--- src/rtl/line_rasterizer_macros.svh ---
// ---------------------------------------------------------------------------
// line rasterizer assertion macros
// shared concurrent assertion forms, clocked on clk_i, off during reset
// ---------------------------------------------------------------------------
`ifndef LINE_RASTERIZER_MACROS_SVH
`define LINE_RASTERIZER_MACROS_SVH

// same-cycle implication
`define LR_ASSERT_IMP(label, cond, chk, msg) \
  label: assert property (@(posedge clk_i) disable iff (!rst_ni) (cond) |-> (chk)) \
    else $error(msg);

// next-cycle implication
`define LR_ASSERT_NXT(label, cond, chk, msg) \
  label: assert property (@(posedge clk_i) disable iff (!rst_ni) (cond) |=> (chk)) \
    else $error(msg);

`endif

--- src/rtl/lr_pkg.sv ---
// ---------------------------------------------------------------------------
// lr_pkg
// widths, opcodes and the classified line item shared by the rasterizer
// ---------------------------------------------------------------------------
package lr_pkg;

  localparam int COORD_BITS   = 10;
  localparam int COLOR_BITS   = 8;
  localparam int QUEUE_DEPTH  = 4;
  localparam int QPTR_BITS    = $clog2(QUEUE_DEPTH);
  localparam int DIV_CNT_BITS = $clog2(COORD_BITS);

  typedef logic [COORD_BITS-1:0] coord_t;
  typedef logic [COLOR_BITS-1:0] color_t;

  typedef enum logic {
    OP_LOAD = 1'b0,
    OP_STEP = 1'b1
  } op_e;

  // item after classification in the front end
  typedef struct packed {
    op_e    op;
    logic   nonvert;   // endpoints differ in x
    logic   walk_up;   // first endpoint is the left one
    logic   dy_neg;    // second endpoint lies above the first
    coord_t anchor_x;
    coord_t anchor_y;
    coord_t walk_pos;
    coord_t walk_lim;
    coord_t abs_dx;
    coord_t abs_dy;
    color_t red;
    color_t green;
    color_t blue;
  } line_item_t;

endpackage

--- src/rtl/lr_cmd_if.sv ---
// ---------------------------------------------------------------------------
// lr_cmd_if
// command channel: line loads and pixel steps
// ---------------------------------------------------------------------------
interface lr_cmd_if import lr_pkg::*; ();
  logic   valid;
  logic   ready;
  logic   operation;
  coord_t x_start;
  coord_t y_start;
  coord_t x_end;
  coord_t y_end;
  color_t red_in;
  color_t green_in;
  color_t blue_in;

  modport source (
    output valid, operation, x_start, y_start, x_end, y_end, red_in, green_in, blue_in,
    input  ready
  );
  modport sink (
    input  valid, operation, x_start, y_start, x_end, y_end, red_in, green_in, blue_in,
    output ready
  );
endinterface

--- src/rtl/lr_pix_if.sv ---
// ---------------------------------------------------------------------------
// lr_pix_if
// pixel channel: one beat per emitted pixel
// ---------------------------------------------------------------------------
interface lr_pix_if import lr_pkg::*; ();
  logic   valid;
  logic   ready;
  coord_t pixel_x;
  coord_t pixel_y;
  color_t red_out;
  color_t green_out;
  color_t blue_out;
  logic   last_pixel;

  modport source (
    output valid, pixel_x, pixel_y, red_out, green_out, blue_out, last_pixel,
    input  ready
  );
  modport sink (
    input  valid, pixel_x, pixel_y, red_out, green_out, blue_out, last_pixel,
    output ready
  );
endinterface

--- src/rtl/line_rasterizer.sv ---
// ---------------------------------------------------------------------------
// line_rasterizer
// walks a loaded line while it is active and emits one pixel per step beat
// ---------------------------------------------------------------------------
//  channel  dir  handshake       payload
//  cmd_i    in   valid / ready   operation, endpoints, color
//  pix_o    out  valid / ready   pixel_x, pixel_y, color, last_pixel
//
//  an accepted step's pixel is registered; steps run one per cycle while pix_o is ready
//  a non-vertical load goes through walker intake, then a bit-serial divide
//  a vertical or single-point load needs only intake, with no divide, in the walker
//  a QUEUE_DEPTH-entry fifo sits between command intake and walker
//  a stalled pixel holds its register; the walker waits, then the fifo fills
//  asynchronous reset clears all control state; no line is active afterwards
// ---------------------------------------------------------------------------
module line_rasterizer import lr_pkg::*; (
  input  logic     clk_i,
  input  logic     rst_ni,
  lr_cmd_if.sink   cmd_i,
  lr_pix_if.source pix_o
);

  line_item_t push_item, head_item;
  logic       push, full, pop, empty;

  // intake and classification
  lr_front u_front (
    .cmd_i  (cmd_i),
    .full_i (full),
    .push_o (push),
    .item_o (push_item)
  );

  // decoupling fifo
  lr_queue u_queue (
    .clk_i       (clk_i),
    .rst_ni      (rst_ni),
    .push_i      (push),
    .push_item_i (push_item),
    .full_o      (full),
    .pop_i       (pop),
    .empty_o     (empty),
    .head_o      (head_item)
  );

  // walker
  lr_back u_back (
    .clk_i   (clk_i),
    .rst_ni  (rst_ni),
    .head_i  (head_item),
    .empty_i (empty),
    .pop_o   (pop),
    .pix_o   (pix_o)
  );

endmodule

--- src/rtl/lr_front.sv ---
// ---------------------------------------------------------------------------
// lr_front
// accepts command beats and classifies loads: walk axis, walk range, deltas
// ---------------------------------------------------------------------------
module lr_front import lr_pkg::*; (
  lr_cmd_if.sink     cmd_i,
  input  logic       full_i,
  output logic       push_o,
  output line_item_t item_o
);

  coord_t x_lo, x_hi, y_lo, y_hi;
  logic   walk_up, dy_neg, nonvert;

  // accept whenever the queue has room
  assign cmd_i.ready = !full_i;
  assign push_o      = cmd_i.valid && !full_i;

  // endpoint ordering
  always_comb begin
    nonvert = cmd_i.x_start != cmd_i.x_end;
    walk_up = cmd_i.x_start < cmd_i.x_end;
    dy_neg  = cmd_i.y_end < cmd_i.y_start;
    x_lo    = walk_up ? cmd_i.x_start : cmd_i.x_end;
    x_hi    = walk_up ? cmd_i.x_end : cmd_i.x_start;
    y_lo    = dy_neg ? cmd_i.y_end : cmd_i.y_start;
    y_hi    = dy_neg ? cmd_i.y_start : cmd_i.y_end;
  end

  // classified item
  always_comb begin
    item_o.op       = op_e'(cmd_i.operation);
    item_o.nonvert  = nonvert;
    item_o.walk_up  = walk_up;
    item_o.dy_neg   = dy_neg;
    item_o.anchor_x = cmd_i.x_start;
    item_o.anchor_y = cmd_i.y_start;
    item_o.abs_dx   = x_hi - x_lo;
    item_o.abs_dy   = y_hi - y_lo;
    item_o.red      = cmd_i.red_in;
    item_o.green    = cmd_i.green_in;
    item_o.blue     = cmd_i.blue_in;
    if (nonvert) begin
      item_o.walk_pos = x_lo;
      item_o.walk_lim = x_hi;
    end else if (y_lo != y_hi) begin
      // vertical: the end with the larger y is left out
      item_o.walk_pos = y_lo;
      item_o.walk_lim = y_hi - coord_t'(1);
    end else begin
      item_o.walk_pos = cmd_i.y_start;
      item_o.walk_lim = cmd_i.y_start;
    end
  end

endmodule

--- src/rtl/lr_queue.sv ---
// ---------------------------------------------------------------------------
// lr_queue
// short fifo of classified items between front and back
// ---------------------------------------------------------------------------
module lr_queue import lr_pkg::*; (
  input  logic       clk_i,
  input  logic       rst_ni,
  input  logic       push_i,
  input  line_item_t push_item_i,
  output logic       full_o,
  input  logic       pop_i,
  output logic       empty_o,
  output line_item_t head_o
);

  line_item_t             mem_q [QUEUE_DEPTH];
  logic [QPTR_BITS-1:0]   wr_ptr_q, rd_ptr_q;
  logic [QPTR_BITS:0]     count_q;

  assign full_o  = count_q == (QPTR_BITS+1)'(QUEUE_DEPTH);
  assign empty_o = count_q == '0;
  assign head_o  = mem_q[rd_ptr_q];

  // pointers and fill count
  always_ff @(posedge clk_i or negedge rst_ni) begin
    if (!rst_ni) begin
      wr_ptr_q <= '0;
      rd_ptr_q <= '0;
      count_q  <= '0;
    end else begin
      if (push_i) begin
        wr_ptr_q <= (wr_ptr_q == QPTR_BITS'(QUEUE_DEPTH-1)) ? '0 : wr_ptr_q + 1'b1;
      end
      if (pop_i) begin
        rd_ptr_q <= (rd_ptr_q == QPTR_BITS'(QUEUE_DEPTH-1)) ? '0 : rd_ptr_q + 1'b1;
      end
      if (push_i && !pop_i) begin
        count_q <= count_q + 1'b1;
      end else if (pop_i && !push_i) begin
        count_q <= count_q - 1'b1;
      end
    end
  end

  // entry storage
  always_ff @(posedge clk_i) begin
    if (push_i) begin
      mem_q[wr_ptr_q] <= push_item_i;
    end
  end

endmodule

--- src/rtl/lr_back.sv ---
// ---------------------------------------------------------------------------
// lr_back
// line walker: slope divide on a non-vertical load, incremental quotient stepping per pixel
// ---------------------------------------------------------------------------
`include "line_rasterizer_macros.svh"

module lr_back import lr_pkg::*; (
  input  logic       clk_i,
  input  logic       rst_ni,
  input  line_item_t head_i,
  input  logic       empty_i,
  output logic       pop_o,
  lr_pix_if.source   pix_o
);

  typedef enum logic {
    ST_RUN,
    ST_DIV
  } state_e;

  state_e                  st_q, st_d;
  logic                    active_q, active_d;
  logic                    nonvert_q, nonvert_d;
  logic                    up_q, up_d;
  logic                    dy_neg_q, dy_neg_d;
  coord_t                  anchor_x_q, anchor_x_d;
  coord_t                  anchor_y_q, anchor_y_d;
  coord_t                  walk_pos_q, walk_pos_d;
  coord_t                  walk_lim_q, walk_lim_d;
  coord_t                  abs_dx_q, abs_dx_d;
  coord_t                  div_quo_q, div_quo_d;   // becomes the whole-step part
  coord_t                  div_rem_q, div_rem_d;   // becomes the fractional step
  logic [DIV_CNT_BITS-1:0] div_cnt_q, div_cnt_d;
  coord_t                  q_acc_q, q_acc_d;
  coord_t                  r_acc_q, r_acc_d;
  color_t                  red_q, red_d, green_q, green_d, blue_q, blue_d;
  logic                    pix_valid_q, pix_valid_d;
  coord_t                  pix_x_q, pix_x_d, pix_y_q, pix_y_d;
  color_t                  pix_r_q, pix_r_d, pix_g_q, pix_g_d, pix_b_q, pix_b_d;
  logic                    pix_last_q, pix_last_d;

  logic                    out_free, pop, emit, last;
  logic [COORD_BITS:0]     trial, sum_up;
  logic                    trial_ge, carry, borrow;
  coord_t                  r_up, r_dn, q_up, q_dn;

  // handshake with queue and output register
  assign out_free = !pix_valid_q || pix_o.ready;
  assign pop      = (st_q == ST_RUN) && !empty_i &&
                    (head_i.op == OP_LOAD || !active_q || out_free);
  assign emit     = pop && head_i.op == OP_STEP && active_q;
  assign last     = walk_pos_q == walk_lim_q;
  assign pop_o    = pop;

  // one restoring divide step
  always_comb begin
    trial    = {div_rem_q, div_quo_q[COORD_BITS-1]};
    trial_ge = trial >= {1'b0, abs_dx_q};
    sum_up   = trial - {1'b0, abs_dx_q};
  end

  // quotient and remainder stepping, forward and backward
  always_comb begin
    logic [COORD_BITS:0] r_sum;
    r_sum  = {1'b0, r_acc_q} + {1'b0, div_rem_q};
    carry  = r_sum >= {1'b0, abs_dx_q};
    r_up   = carry ? coord_t'(r_sum - {1'b0, abs_dx_q}) : r_sum[COORD_BITS-1:0];
    q_up   = q_acc_q + div_quo_q + coord_t'(carry);
    borrow = r_acc_q < div_rem_q;
    r_dn   = borrow ? r_acc_q + abs_dx_q - div_rem_q : r_acc_q - div_rem_q;
    q_dn   = q_acc_q - div_quo_q - coord_t'(borrow);
  end

  // next-state logic
  always_comb begin
    st_d        = st_q;
    active_d    = active_q;
    nonvert_d   = nonvert_q;
    up_d        = up_q;
    dy_neg_d    = dy_neg_q;
    anchor_x_d  = anchor_x_q;
    anchor_y_d  = anchor_y_q;
    walk_pos_d  = walk_pos_q;
    walk_lim_d  = walk_lim_q;
    abs_dx_d    = abs_dx_q;
    div_quo_d   = div_quo_q;
    div_rem_d   = div_rem_q;
    div_cnt_d   = div_cnt_q;
    q_acc_d     = q_acc_q;
    r_acc_d     = r_acc_q;
    red_d       = red_q;
    green_d     = green_q;
    blue_d      = blue_q;
    pix_valid_d = pix_o.ready ? 1'b0 : pix_valid_q;
    pix_x_d     = pix_x_q;
    pix_y_d     = pix_y_q;
    pix_r_d     = pix_r_q;
    pix_g_d     = pix_g_q;
    pix_b_d     = pix_b_q;
    pix_last_d  = pix_last_q;

    unique case (st_q)
      ST_RUN: begin
        if (pop && head_i.op == OP_LOAD) begin
          // new line replaces any walk in progress
          active_d   = 1'b1;
          nonvert_d  = head_i.nonvert;
          up_d       = head_i.walk_up;
          dy_neg_d   = head_i.dy_neg;
          anchor_x_d = head_i.anchor_x;
          anchor_y_d = head_i.anchor_y;
          walk_pos_d = head_i.walk_pos;
          walk_lim_d = head_i.walk_lim;
          abs_dx_d   = head_i.abs_dx;
          div_quo_d  = head_i.abs_dy;
          div_rem_d  = '0;
          div_cnt_d  = '0;
          q_acc_d    = head_i.walk_up ? '0 : head_i.abs_dy;
          r_acc_d    = '0;
          red_d      = head_i.red;
          green_d    = head_i.green;
          blue_d     = head_i.blue;
          if (head_i.nonvert) begin
            st_d = ST_DIV;
          end
        end else if (emit) begin
          pix_valid_d = 1'b1;
          pix_x_d     = nonvert_q ? walk_pos_q : anchor_x_q;
          pix_y_d     = !nonvert_q ? walk_pos_q :
                        (dy_neg_q ? anchor_y_q - q_acc_q : anchor_y_q + q_acc_q);
          pix_r_d     = red_q;
          pix_g_d     = green_q;
          pix_b_d     = blue_q;
          pix_last_d  = last;
          if (last) begin
            active_d = 1'b0;
          end else begin
            walk_pos_d = walk_pos_q + coord_t'(1);
            q_acc_d    = up_q ? q_up : q_dn;
            r_acc_d    = up_q ? r_up : r_dn;
          end
        end
      end
      ST_DIV: begin
        div_quo_d = {div_quo_q[COORD_BITS-2:0], trial_ge};
        div_rem_d = trial_ge ? sum_up[COORD_BITS-1:0] : trial[COORD_BITS-1:0];
        div_cnt_d = div_cnt_q + 1'b1;
        if (div_cnt_q == DIV_CNT_BITS'(COORD_BITS-1)) begin
          st_d = ST_RUN;
        end
      end
      default: st_d = ST_RUN;
    endcase
  end

  // state and registered outputs
  always_ff @(posedge clk_i or negedge rst_ni) begin
    if (!rst_ni) begin
      st_q        <= ST_RUN;
      active_q    <= 1'b0;
      nonvert_q   <= 1'b0;
      up_q        <= 1'b0;
      dy_neg_q    <= 1'b0;
      anchor_x_q  <= '0;
      anchor_y_q  <= '0;
      walk_pos_q  <= '0;
      walk_lim_q  <= '0;
      abs_dx_q    <= '0;
      div_quo_q   <= '0;
      div_rem_q   <= '0;
      div_cnt_q   <= '0;
      q_acc_q     <= '0;
      r_acc_q     <= '0;
      red_q       <= '0;
      green_q     <= '0;
      blue_q      <= '0;
      pix_valid_q <= 1'b0;
      pix_x_q     <= '0;
      pix_y_q     <= '0;
      pix_r_q     <= '0;
      pix_g_q     <= '0;
      pix_b_q     <= '0;
      pix_last_q  <= 1'b0;
    end else begin
      st_q        <= st_d;
      active_q    <= active_d;
      nonvert_q   <= nonvert_d;
      up_q        <= up_d;
      dy_neg_q    <= dy_neg_d;
      anchor_x_q  <= anchor_x_d;
      anchor_y_q  <= anchor_y_d;
      walk_pos_q  <= walk_pos_d;
      walk_lim_q  <= walk_lim_d;
      abs_dx_q    <= abs_dx_d;
      div_quo_q   <= div_quo_d;
      div_rem_q   <= div_rem_d;
      div_cnt_q   <= div_cnt_d;
      q_acc_q     <= q_acc_d;
      r_acc_q     <= r_acc_d;
      red_q       <= red_d;
      green_q     <= green_d;
      blue_q      <= blue_d;
      pix_valid_q <= pix_valid_d;
      pix_x_q     <= pix_x_d;
      pix_y_q     <= pix_y_d;
      pix_r_q     <= pix_r_d;
      pix_g_q     <= pix_g_d;
      pix_b_q     <= pix_b_d;
      pix_last_q  <= pix_last_d;
    end
  end

  // pixel channel
  assign pix_o.valid      = pix_valid_q;
  assign pix_o.pixel_x    = pix_x_q;
  assign pix_o.pixel_y    = pix_y_q;
  assign pix_o.red_out    = pix_r_q;
  assign pix_o.green_out  = pix_g_q;
  assign pix_o.blue_out   = pix_b_q;
  assign pix_o.last_pixel = pix_last_q;

  // checks
  `LR_ASSERT_IMP(a_div_holds_queue, st_q == ST_DIV, !pop, "item taken during slope divide")
  `LR_ASSERT_IMP(a_rem_in_range, active_q && nonvert_q && st_q == ST_RUN, r_acc_q < abs_dx_q, "step remainder out of range")
  `LR_ASSERT_NXT(a_last_ends_line, emit && last, !active_q, "line still active after last pixel")
  `LR_ASSERT_IMP(a_walk_order, active_q, walk_pos_q <= walk_lim_q, "walk passed its limit")

endmodule

--- src/flat_wrapper.sv ---
// flat-port wrapper written by rule: the top's interface ports become plain ports
module line_rasterizer_flat import lr_pkg::*;
  (clk_i, rst_ni, cmd_i_valid, cmd_i_operation, cmd_i_x_start, cmd_i_y_start, cmd_i_x_end, cmd_i_y_end, cmd_i_red_in, cmd_i_green_in, cmd_i_blue_in, cmd_i_ready, pix_o_valid, pix_o_pixel_x, pix_o_pixel_y, pix_o_red_out, pix_o_green_out, pix_o_blue_out, pix_o_last_pixel, pix_o_ready);
  lr_cmd_if cmd_i_i ();
  lr_pix_if pix_o_i ();
  input  logic clk_i;
  input  logic rst_ni;
  input wire logic [$bits(cmd_i_i.valid)-1:0] cmd_i_valid;
  input wire logic [$bits(cmd_i_i.operation)-1:0] cmd_i_operation;
  input wire logic [$bits(cmd_i_i.x_start)-1:0] cmd_i_x_start;
  input wire logic [$bits(cmd_i_i.y_start)-1:0] cmd_i_y_start;
  input wire logic [$bits(cmd_i_i.x_end)-1:0] cmd_i_x_end;
  input wire logic [$bits(cmd_i_i.y_end)-1:0] cmd_i_y_end;
  input wire logic [$bits(cmd_i_i.red_in)-1:0] cmd_i_red_in;
  input wire logic [$bits(cmd_i_i.green_in)-1:0] cmd_i_green_in;
  input wire logic [$bits(cmd_i_i.blue_in)-1:0] cmd_i_blue_in;
  output wire logic [$bits(cmd_i_i.ready)-1:0] cmd_i_ready;
  output wire logic [$bits(pix_o_i.valid)-1:0] pix_o_valid;
  output wire logic [$bits(pix_o_i.pixel_x)-1:0] pix_o_pixel_x;
  output wire logic [$bits(pix_o_i.pixel_y)-1:0] pix_o_pixel_y;
  output wire logic [$bits(pix_o_i.red_out)-1:0] pix_o_red_out;
  output wire logic [$bits(pix_o_i.green_out)-1:0] pix_o_green_out;
  output wire logic [$bits(pix_o_i.blue_out)-1:0] pix_o_blue_out;
  output wire logic [$bits(pix_o_i.last_pixel)-1:0] pix_o_last_pixel;
  input wire logic [$bits(pix_o_i.ready)-1:0] pix_o_ready;
  assign cmd_i_i.valid = cmd_i_valid;
  assign cmd_i_i.operation = cmd_i_operation;
  assign cmd_i_i.x_start = cmd_i_x_start;
  assign cmd_i_i.y_start = cmd_i_y_start;
  assign cmd_i_i.x_end = cmd_i_x_end;
  assign cmd_i_i.y_end = cmd_i_y_end;
  assign cmd_i_i.red_in = cmd_i_red_in;
  assign cmd_i_i.green_in = cmd_i_green_in;
  assign cmd_i_i.blue_in = cmd_i_blue_in;
  assign cmd_i_ready = cmd_i_i.ready;
  assign pix_o_valid = pix_o_i.valid;
  assign pix_o_pixel_x = pix_o_i.pixel_x;
  assign pix_o_pixel_y = pix_o_i.pixel_y;
  assign pix_o_red_out = pix_o_i.red_out;
  assign pix_o_green_out = pix_o_i.green_out;
  assign pix_o_blue_out = pix_o_i.blue_out;
  assign pix_o_last_pixel = pix_o_i.last_pixel;
  assign pix_o_i.ready = pix_o_ready;
  line_rasterizer u_core (.clk_i(clk_i), .rst_ni(rst_ni), .cmd_i(cmd_i_i), .pix_o(pix_o_i));
endmodule
--- config.mk ---
export PLATFORM = sky130hd
export DESIGN_NAME = line_rasterizer_flat
export DESIGN_NICKNAME = d
export VERILOG_FILES = /design/src/rtl/lr_pkg.sv /design/src/rtl/lr_cmd_if.sv /design/src/rtl/lr_pix_if.sv /design/src/rtl/line_rasterizer.sv /design/src/rtl/lr_front.sv /design/src/rtl/lr_queue.sv /design/src/rtl/lr_back.sv /design/src/flat_wrapper.sv
export VERILOG_INCLUDE_DIRS = /design/src /design/src/rtl
export SDC_FILE = /design/constraint.sdc
export NUM_CORES = 1
export LEC_CHECK = 0
export BUFFER_PORTS_ARGS = -buffer_cell sky130_fd_sc_hd__buf_2
export CELL_PAD_IN_SITES_DETAIL_PLACEMENT = 1
export CELL_PAD_IN_SITES_GLOBAL_PLACEMENT = 2
export CORE_MARGIN = 8
export CORE_UTILIZATION = 35
export DETAILED_ROUTE_END_ITERATION = 10
export PLACE_DENSITY = 0.66
export SLEW_MARGIN = 0
export SYNTH_ARGS = -nofsm -noshare
export SYNTH_HDL_FRONTEND = slang
export SYNTH_HIERARCHICAL = 1
export SYNTH_SLANG_ARGS = --single-unit
--- constraint.sdc ---
create_clock -name clk_i -period 12.1 [get_ports clk_i]
set_input_delay 1.21 -clock clk_i [delete_from_list [all_inputs] [get_ports clk_i]]
set_output_delay 1.21 -clock clk_i [all_outputs]
set_load 0.02 [all_outputs]
==> summary.md, run 1 <==
| Metric | Value |
|---|---|
| Drt wl/cell | `roughly 22 um` |
| Area leader, netlist | `edfxtp_1` |
| Post-Synthesis Cells | `approximately 2,200` |
| Critical path launch point type | `flip-flop` |
| Final setup TNS | `0 ns` |
| DR top layer | `met4` |
| Drt first pass iters | `5` |
| # clock sinks | `~530` |
| Root Driver | `clkbuf_16` |
| Clock transition at the registers of the reported paths | `0.06 ns` |
| Synth async-reset ratio | `between 30% and 40%` |
| Final Max Slew Viols | `0` |
| HP Start | `u_core/u_back/pix_o.blue_out[4]` |
| Final nets | `approximately 2,500` |
| CP max FO | `18` |
| DR WL met2 | `35,700 um` |
| Commonest non-fill, non-tap cell in the layout | `nand2_1` |
| Power per cell area | `309 nW/um2` |
| Yosys cell types | `between 90 and 100` |
| Total of max-cap violations | `0` |
| Clk buf depth | `3` |
| Crit share post-route | `between 40% and 50%` |
| Syn Nets | `approximately 2,400` |
| Crit. End Element | `flip-flop` |
| Post-placement cell count | `3,244` |
| Mean Syn Cell Area | `between 10 and 15 um2` |
| DRT antenna net count | `0` |
| CP arrival | `about 6.1 ns` |
| Final Wtd Congestion | `0.827` |
| Final setup viols | `0` |
| Area grow syn2layout | `11.4%` |
| Cell Rows | `~100` |
| Share of the synthesized area in the top cell type | `39.1%` |
| CTS tree | `done` |
| Post-Syn Area | `27,000 um2` |
| Setup Buffers After CTS | `0` |
| Slew margin rel. | `between 20% and 30%` |
| Clk_skew | `between 0.03 and 0.04 ns` |
| Primary FF master, synth | `edfxtp_1` |
| Worst Path Required | `~13 ns` |
| EDFF count, synth | `approximately 350` |
| Avg Vias per Cell | `5.15` |
| Met1 wire length | `35,800 um` |
| Post-Layout Cell Count | `3,353` |
| CP Class | `flip-flop to flip-flop` |
| DR vias | `around 17,000` |
| Most frequent cells in the layout | `nand2_1 (373), edfxtp_1 (352), dfrtp_1 (174)` |
| Initial antenna violation count | `0` |
| Hold Buf Count CTS | `0` |
| Grt ovf | `0` |
| Post-CTS Resized | `0` |
| Global-route wire length before repair | `~120,000 um` |
| Insertion delay to the later sink of the worst-skew pair | `roughly 0.62 ns` |
| Final Critical Period | `around 5.6 ns` |
| Die height | `~300 um` |
| I/O Buffers | `between 100 and 150` |
| Hpwl dp | `about 53,000 um` |
| Top post-synthesis cells by area | `edfxtp_1 (39%), dfrtp_1 (16%), mux4_2 (7.3%)` |
| DR DRC count | `0` |
| Peak supply drop | `0.000118 V` |
| RSZ-0062 raised after global routing | `false` |
| Initial core utilization | `between 30% and 40%` |
| Die area | `86,300 um2` |
| Die width | `about 290 um` |
| Pin count of the biggest net entering global routing | `79` |
| YS warnings | `6` |
| Fmax | `around 0.18 GHz` |
| Total Wirelength | `75,200 um` |
| Leak | `around 12 nW` |
| Status | `completed` |
| HP Class | `flip-flop to flip-flop` |
| First DRT Iteration DRCs | `~1,100` |
| Hold Violations, Final | `0` |
| Num CTS Buffers | `between 50 and 60` |
| Worst setup path startpoint | `u_core/u_back/div_rem_q[1]` |
| Met3 WL | `between 2000 and 3000 um` |
| Seq cells post-synth | `528` |
| Vias in the first global route | `between 15,000 and 20,000` |
| Share of cells above drive strength 1 | `between 15 and 20%` |
| RR Startpoint | `u_core/u_back/div_rem_q[1]` |
| IO Count | `between 100 and 150` |
| Gr usage total | `~17%` |
| Core Region | `just under 80,000 um2` |
| Worst-margin pin slew | `~1.2 ns` |
| H-tree level count | `2` |
| Sequential area share after synthesis | `55.4%` |
==> metrics by stage <==
step / power (W) / instance area [um2] / setup WS [ns] / util (%) / hold WS (ns)
global route: 0.0100 / 30100 / 5.99 / 39.1 / 0.491
floorplan: 0.00625 / 27000 / 7.23 / - / 0.439
CTS: 0.00943 / 30100 / 6.45 / 39.1 / 0.474
detailed placement: 0.00763 / 28200 / 6.45 / 36.7 / 0.458
finish: 0.00930 / 30100 / 6.51 / 39.1 / 0.468
global placement: 0.00752 / 28200 / 6.62 / 36.7 / 0.453
==> final timing paths <==
kind	to	slack (ns)	cells past startpoint
worst min register to register	u_core/u_back/pix_o.blue_out[4]	0.47	2
min in group asynchronous	u_core/u_back/pix_o.blue_out[6]	0.54	1
max in group asynchronous	u_core/u_queue/rd_ptr_q[0]	9.33	3
worst max register to register	u_core/u_back/q_acc_q[8]	6.51	23
worst max-delay path	u_core/u_back/q_acc_q[8]	6.51	23
worst min-delay path	u_core/u_back/pix_o.blue_out[4]	0.47	2
==> worst max-delay path, cell delays in order (launching register included) <==
cell and delay (ns):
dfrtp_1 0.49, inv_1 0.17, ha_1 0.33, nand2b_1 0.15
a21oi_1 0.20, o21ai_0 0.20, a211oi_1 0.38, o211ai_1 0.21
ha_1 0.37, inv_1 0.07, nor2_1 0.26, a22o_1 0.26
a311oi_4 0.06, buf_4 0.22, fa_1 0.42, fa_1 0.39
o21bai_1 0.15, a21oi_1 0.12, o21ai_0 0.26, nand2_1 0.09
a221oi_1 0.31, xnor2_1 0.16, mux2i_1 0.08, o21ai_0 0.17
==> power by group <==
group / internal (W) / leakage (nW) / total (W) / switching (W)
sequential: 0.00251 / 5.41 / 0.00290 / 0.000392
combinational: 0.00187 / 5.62 / 0.00466 / 0.00279
clock: 0.00101 / 0.921 / 0.00174 / 0.000728
total: 0.00539 / 12.0 / 0.00930 / 0.00391
==> registers in the layout, summed over array words and instances (netlist names), 2 cells and up <==
register and flops:
u_core/u_back/abs_dx_q 10, u_core/u_back/anchor_x_q 10, u_core/u_back/anchor_y_q 10, u_core/u_back/blue_q 8, u_core/u_back/div_cnt_q 4, u_core/u_back/div_quo_q 10, u_core/u_back/div_rem_q 10, u_core/u_back/green_q 8
u_core/u_back/pix_o.blue_out 8, u_core/u_back/pix_o.green_out 8, u_core/u_back/pix_o.pixel_x 10, u_core/u_back/pix_o.pixel_y 10, u_core/u_back/pix_o.red_out 8, u_core/u_back/q_acc_q 10, u_core/u_back/r_acc_q 10, u_core/u_back/red_q 8
u_core/u_back/walk_lim_q 10, u_core/u_back/walk_pos_q 10, u_core/u_queue/count_q 3, u_core/u_queue/mem_q 352, u_core/u_queue/rd_ptr_q 2, u_core/u_queue/wr_ptr_q 2
==> layer usage <==
layer	GRT usage, %	vias up
li1	-	8029
met1	24.9	8881
met2	28.3	286
met3	2.04	71
met4	3.39	0
met5	0	-
==> cells in the mapped netlist (4+ instances only) <==
cell type,count
a211oi_1,9
mux2i_1,54
and3_1,8
ha_1,114
buf_12,8
inv_1,135
buf_4,52
a31oi_1,18
o21bai_1,12
o21ai_0,103
o31ai_1,7
buf_2,13
nand2_1,373
o211ai_1,9
dfrtp_1,176
mux4_2,88
nor4_1,7
nor3_1,30
or3_1,5
o22ai_1,13
a22o_1,4
nand4_1,15
nand2b_1,20
fa_1,19
o221ai_1,11
a41oi_1,4
or2_2,4
edfxtp_1,352
xor2_1,35
a221o_1,9
nor2b_1,23
a21oi_1,85
mux2_2,11
a22oi_1,15
xnor2_1,69
nor3b_1,6
a21boi_0,5
nand3_1,21
nor2_1,108
o21ai_1,4
a21o_1,12
and2_1,7
clkbuf_1,59
==> layout make-up <==
| type | instances | area, um2 |
|---|---|---|
| well taps | 1040 | 1300 |
| flip-flops and latches | 528 | 15000 |
| multi-input cells | 1401 | 10700 |
| clock inverters | 37 | 308 |
| inverters | 138 | 518 |
| fillers | 8195 | 46900 |
| repair buffers | 137 | 749 |
| diodes | 1 | 2.50 |
| clock buffers | 71 | 1580 |
==> cell families (layout without fill, tap and decap cells) <==
group                    after synthesis  after routing  synth area share [%]
adder cells (fa/ha/maj)              133            133                  6.69
AO/OA/AOI/OAI                        367            367                  9.06
other                                  0              1                     0
XOR/XNOR                             104            104                  3.37
buffers and inverters                277            383                  5.22
AND/OR/NAND/NOR                      644            644                  10.4
flip-flops                           528            528                  55.4
multiplexers                         153            153                  9.80
Power figures use the tool's default switching activity.
==> inputs of run 2 (changes only) <==
- clock period: 12.1 -> 5.4 ns (I/O delays scaled with it)
==> summary.md, run 2 (synthesized netlist as in run 1, its figures left out) <==
| Metric | Value |
|---|---|
| Status | `completed` |
| Post-placement cell count | `around 3,300` |
| DR vias | `between 15,000 and 20,000` |
| Final setup viols | `0` |
| Post-Layout Cell Count | `between 3,000 and 4,000` |
| Crit share post-route | `92.7%` |
| Initial antenna violation count | `1` |
| Area occupied by multi-input gates | `between 10,000 and 15,000 um2` |
| Worst-margin pin slew | `0.965 ns` |
| Root Driver | `clkbuf_16` |
| Core Region | `between 70,000 and 80,000 um2` |
| Clk_skew | `a little over 0.05 ns` |
| Power per cell area | `between 600 and 700 nW/um2` |
| Cell Int Power | `around 0.012 W` |
| Sequential power share | `a little under a third` |
| HP Class | `primary input to flip-flop` |
| Share of cells above drive strength 1 | `between 10% and 20%` |
| Clock transition at the registers of the reported paths | `approximately 0.060 ns` |
| Hpwl dp | `53,300 um` |
| Cell area after placement | `approximately 28,000 um2` |
| Pin count of the biggest net entering global routing | `between 100 and 150` |
| Leak | `12.1 nW` |
| Die height | `around 290 um` |
| Worst setup margin | `~0.40 ns` |
| Min Hold Slack | `around 0.11 ns` |
| Final setup TNS | `0 ns` |
| Commonest non-fill, non-tap cell in the layout | `nand2_1` |
| # diodes | `0` |
| Num CTS Buffers | `58` |
| Total of max-cap violations | `0` |
| Total Wirelength | `roughly 76,000 um` |
| Design Area, Final | `slightly above 30,000 um2` |
| H-tree level count | `2` |
| Comb power frac | `between 50% and 60%` |
| DRT antenna net count | `0` |
| Grt ovf | `0` |
| Final nets | `around 2,500` |
| Gr usage total | `roughly 17%` |
| IO Count | `116` |
| First DRT Iteration DRCs | `~1,100` |
| Peak supply drop | `0.000305 V` |
| Switching share of power | `41.6%` |
| Hold Violations, Final | `0` |
| FILL cells | `8,165` |
| Final Wtd Congestion | `0.830` |
| Sw Pwr | `approximately 0.0088 W` |
| RSZ-0062 raised after global routing | `false` |
| Dpl ws | `around 0.097 ns` |
| Fmax | `0.200 GHz` |
| Clock network fraction of design power | `a little under 20%` |
| CP arrival | `about 5.6 ns` |
| CP Class | `flip-flop to flip-flop` |
| Initial core utilization | `35.1%` |
| Insertion delay to the later sink of the worst-skew pair | `between 0.6 and 0.7 ns` |
| Drt first pass iters | `5` |
| Global-route wire length before repair | `~120,000 um` |
| Most flops, register | `u_core/u_queue/mem_q` |
| CTS tree | `done` |
| CP max FO | `6` |
| Clk buf depth | `3` |
| Die width | `between 200 and 300 um` |
| Sequential Area | `approximately 15,000 um2` |
| Critical path launch point type | `flip-flop` |
| I/O Buffers | `~120` |
| Number of flip-flops in the largest register | `~350` |
| Vias in the first global route | `18,691` |
| Avg Vias per Cell | `around 5.2` |
| Worst Path Required | `5.96 ns` |
| Final Max Slew Viols | `0` |
| Drt wl/cell | `approximately 22 um` |
| Slew margin rel. | `between 30% and 40%` |
| Final Critical Period | `roughly 5.0 ns` |
| Cell Rows | `102` |
| Area grow syn2layout | `12.2%` |
| Most frequent cells in the layout | `nand2_1 (373), edfxtp_1 (352), dfrtp_1 (173)` |
| Die area | `86,300 um2` |
| DR DRC count | `0` |
| # clock sinks | `528` |
| Crit. End Element | `flip-flop` |
## run 2: what timing repair did
action / in CTS / in global routing
endpoints found under the setup margin: 0 / 3
hold endpoints to repair: 71 / 0
setup buffers: 0 / 2
hold buffers: 1 / 0
gates resized for setup: 0 / 6
## run 2: power groups by stage
stage / combinational (W) / clock, W / sequential, W
after detailed placement: 0.0106 / 0 / 0.00656
after floorplan: 0.00766 / 0 / 0.00634
after CTS: 0.0107 / 0.00420 / 0.00648
after global routing: 0.0117 / 0.00434 / 0.00661
final: 0.0106 / 0.00409 / 0.00645
after global placement: 0.0104 / 0 / 0.00649
## run 2: worst paths after layout
| check | startpoint | end | slack (ns) | cells past startpoint |
|---|---|---|---|---|
| min reg2reg | u_core/u_back/green_q[0] | u_core/u_back/pix_o.green_out[0] | 0.47 | 2 |
| max reg2reg | u_core/u_back/div_rem_q[1] | u_core/u_back/q_acc_q[9] | 0.40 | 21 |
| max in group asynchronous | rst_ni | u_core/u_back/div_rem_q[1] | 3.78 | 3 |
| min | cmd_i_blue_in[2] | u_core/u_queue/mem_q[0][2] | 0.11 | 1 |
| max | u_core/u_back/div_rem_q[1] | u_core/u_back/q_acc_q[9] | 0.40 | 21 |
| min in group asynchronous | rst_ni | u_core/u_back/blue_q[2] | 0.48 | 2 |
## run 2: area by class of cell
class	instances	share of cell area, %
well taps	1040	4.29
multi-input cells	1401	35.2
clock buffers	73	5.04
inverters	138	1.71
clock inverters	35	1.47
repair buffers	149	2.82
flip-flops and latches	528	49.5
## run 2: metrics by stage
step | utilization [%] | total power, W
final | 39.4 | 0.0211
after global routing | 39.4 | 0.0227
after CTS | 39.3 | 0.0213
after detailed placement | 36.8 | 0.0171
after global placement | 36.8 | 0.0169
after floorplan | - | 0.0140
## run 2: per-layer routing
metal | share of wire [%] | vias to the layer above | GRT usage [%]
li1 | - | 8063 | -
met1 | 47 | 8981 | 24.2
met2 | 48 | 246 | 29.0
met3 | 3.2 | 76 | 2.29
met4 | 1.8 | 0 | 3.60
met5 | 0 | - | 0
## run 2: critical path: stages (launching register included)
cell and delay (ns):
dfrtp_2 0.45, inv_1 0.18, ha_1 0.27, nand2b_1 0.16, a21oi_2 0.18, o21ai_1 0.14
a211oi_2 0.34, o211ai_1 0.19, ha_1 0.36, inv_1 0.10, nor2_1 0.06, a22o_1 0.24
a311oi_4 0.32, fa_1 0.27, nor2b_1 0.07, o21ai_0 0.26, a31oi_1 0.21, a221o_1 0.32
o211a_1 0.22, xnor2_1 0.14, or3_1 0.30, a31oi_1 0.17
==> inputs of run 3 (changes only) <==
- ABC_AREA: not set -> 1
- CTS_CLUSTER_SIZE: not set -> 14
- PLACE_DENSITY: 0.66 -> 0.71
- clock period: 5.4 -> 6.5 ns (I/O delays scaled with it)
==> summary.md, run 3 <==
| Metric | Value |
|---|---|
| Status | `completed` |
| Leak | `15.1 nW` |
| Most frequent cell after synthesis | `nand2_1` |
| Slew margin rel. | `approximately a third` |
| Comb power frac | `between 50% and 60%` |
| Peak supply drop | `between 0.0003 and 0.0004 V` |
| Number of flip-flops in the largest register | `~350` |
| CP arrival | `5.33 ns` |
| Area occupied by multi-input gates | `approximately 12,000 um2` |
| Critical path launch point type | `flip-flop` |
| Crit. End Element | `flip-flop` |
| Num CTS Buffers | `60` |
| Final setup TNS | `0 ns` |
| Cell Int Power | `roughly 0.0099 W` |
| Core Region | `approximately 85,000 um2` |
| IO Count | `116` |
| Total Wirelength | `~89,000 um` |
| Area leader, netlist | `edfxtp_1` |
| Commonest non-fill, non-tap cell in the layout | `nand2_1` |
| DRT antenna net count | `0` |
| I/O Buffers | `around 120` |
| DR DRC count | `0` |
| Die area | `94,500 um2` |
| Most frequent cells in the layout | `nand2_1 (989), inv_1 (485), edfxtp_1 (352)` |
| Die width | `slightly above 300 um` |
| Final setup viols | `0` |
| HP Class | `primary input to async pin` |
| Vias in the first global route | `around 23,000` |
| Switching share of power | `around 48%` |
| Worst-margin pin slew | `1.00 ns` |
| Post-Syn Area | `29,700 um2` |
| CTS tree | `done` |
| Power per cell area | `~580 nW/um2` |
| Final core area utilization | `about two fifths` |
| CP Class | `flip-flop to flip-flop` |
| Sequential Area | `15,000 um2` |
| Sw Pwr | `0.00895 W` |
| Clk buf depth | `3` |
| First DRT Iteration DRCs | `between 1,000 and 1,500` |
| Complex-gate fraction of the synthesized area | `roughly an eighth` |
| Post-synthesis simple-gate area fraction | `a little under a fifth` |
| Clock transition at the registers of the reported paths | `around 0.06 ns` |
| Commonest cells in the netlist | `nand2_1 (989), inv_1 (489), edfxtp_1 (352)` |
| Share of the synthesized area in the top cell type | `about 36%` |
| Final nets | `between 3,000 and 4,000` |
| YS warnings | `6` |
| Sequential power share | `about 28%` |
| Drt first pass iters | `4` |
| Final Critical Period | `4.81 ns` |
| H-tree level count | `2` |
| Initial antenna violation count | `0` |
| Top post-synthesis cells by area | `edfxtp_1 (36%), dfrtp_1 (15%), nand2_1 (12%)` |
| Yosys cell types | `55` |
| Share of cells above drive strength 1 | `12.0%` |
| CP max FO | `8` |
| Synth Area in Adders | `6.08%` |
| Final Wtd Congestion | `0.870` |
| Cell Rows | `~110` |
| Min Hold Slack | `a little under 0.07 ns` |
| Most flops, register | `u_core/u_queue/mem_q` |
| Pin count of the biggest net entering global routing | `about 190` |
| Hold Violations, Final | `0` |
| Avg Vias per Cell | `between 4 and 5` |
| Global-route wire length before repair | `between 100,000 and 150,000 um` |
| Hpwl dp | `between 60,000 and 70,000 um` |
| FILL cells | `between 9,000 and 10,000` |
| Main combinational cell family by area after synthesis | `simple AND/OR/NAND/NOR gates` |
| Post-CTS Resized | `0` |
| Sequential area share after synthesis | `between 50% and 60%` |
| Fmax | `0.208 GHz` |
| Mean Syn Cell Area | `just over 9 um2` |
| R2R depth | `27` |
| Insertion delay to the later sink of the worst-skew pair | `about 0.64 ns` |
| Root Driver | `clkbuf_16` |
| Drt wl/cell | `a little under 20 um` |
| DR vias | `roughly 22,000` |
| Cell area after placement | `30,800 um2` |
| Synth async-reset ratio | `33.3%` |
| Initial core utilization | `35.1%` |
| Primary FF master, synth | `edfxtp_1` |
| Grt ovf | `0` |
| Gr usage total | `between 10% and 20%` |
| Setup Buffers After CTS | `0` |
| Worst Path Required | `around 7 ns` |
| RSZ-0062 raised after global routing | `false` |
| Syn Nets | `3,457` |
| EDFF count, synth | `352` |
| Final Max Slew Viols | `0` |
| Die height | `307 um` |
| Hold Buf Count CTS | `0` |
| Design Area, Final | `between 30,000 and 40,000 um2` |
| Area grow syn2layout | `10.2%` |
| Clock network fraction of design power | `between 10% and 20%` |
| Post-Synthesis Cells | `between 3,000 and 4,000` |
| Total of max-cap violations | `0` |
| Crit share post-route | `about three quarters` |
| Clk_skew | `roughly 0.043 ns` |
| Mux share of post-synthesis cell area | `less than 1%` |
| Xor/xnor share of the synthesized area | `about 1.9%` |
| Seq cells post-synth | `around 530` |
| # clock sinks | `528` |
## run 3: cell types whose count changed after synthesis, sizes merged, moves of 20 or more
| cell | previous run | this run |
|---|---|---|
| clkbuf | 60 | 39 |
| nor2b | 23 | 0 |
| mux4 | 88 | 0 |
| o21ai | 108 | 189 |
| nand3 | 21 | 147 |
| nand2b | 20 | 0 |
| inv | 136 | 500 |
| nand2 | 374 | 1003 |
| o211ai | 10 | 192 |
| mux2i | 54 | 1 |
| buf | 79 | 135 |
| xnor2 | 69 | 23 |
## run 3: layout make-up
cell class / instances / area share [%]
sequential: 528 / 45.7
multi-input combinational: 2052 / 35.8
inverter: 501 / 5.80
clock buffer: 86 / 5.19
tap: 1144 / 4.37
timing repair buffer: 134 / 2.26
clock inverter: 28 / 0.860
antenna: 1 / 0.00764
## run 3: worst paths after layout
kind	startpoint	end	slack, ns
setup / recovery	u_core/u_back/div_rem_q[0]	u_core/u_back/q_acc_q[8]	1.69
hold / removal	rst_ni	u_core/u_back/pix_o.green_out[5]	0.07
setup reg to reg	u_core/u_back/div_rem_q[0]	u_core/u_back/q_acc_q[8]	1.69
hold reg to reg	u_core/u_back/anchor_x_q[5]	u_core/u_back/anchor_x_q[5]	0.47
max in group asynchronous	rst_ni	u_core/u_back/pix_o.pixel_y[9]	5.07
min in group clk_i	cmd_i_blue_in[0]	u_core/u_queue/mem_q[1][0]	0.23
## run 3: power by group through the flow
stage	logic, W	registers [W]	clock network [W]
floorplan	0.00734	0.00526	0
global placement	0.0101	0.00533	0
detailed placement	0.0102	0.00539	0
CTS	0.0103	0.00532	0.00348
global route	0.0114	0.00543	0.00359
finish	0.0101	0.00531	0.00338
## run 3: kinds of logic after synthesis
logic type,count (synthesis)
buffers and inverters,675
flip-flops,528
AND/OR/NAND/NOR,1333
AO/OA/AOI/OAI,519
XOR/XNOR,66
adder cells (fa/ha/maj),133
multiplexers,1
## run 3: metrics by stage
stage,total power [W],std cells,worst slack [ns]
finish,0.0188,4474,1.69
global route,0.0204,4473,1.19
global placement,0.0155,4359,1.67
detailed placement,0.0156,4359,1.60
CTS,0.0191,4473,1.62
floorplan,0.0126,3255,2.40
## run 3: worst max-delay path: stages, from the launching register on
cell	delay [ns]
dfrtp_1	0.46
ha_1	0.26
inv_1	0.07
fa_1	0.41
inv_1	0.11
nand3_1	0.07
nand3_1	0.14
xor2_1	0.17
inv_1	0.10
ha_1	0.38
nand2_1	0.12
nor2_1	0.15
nand3_1	0.09
nand3_1	0.13
nand2_2	0.15
inv_1	0.15
nor2_4	0.08
fa_1	0.41
fa_1	0.39
nand3b_1	0.17
nand2_1	0.15
nand4_1	0.12
nand2_1	0.09
nand2_1	0.05
nand3_1	0.06
o21ai_0	0.08
nand2_1	0.07
nand3_1	0.08
## run 3: routing by layer
layer | vias up | track usage, % | wire length (um)
li1 | 10683 | - | -
met1 | 10905 | 25.1 | 41800
met2 | 254 | 31.6 | 42300
met3 | 109 | 2.02 | 2180
met4 | 0 | 5.32 | 2450
met5 | - | 0 | 0
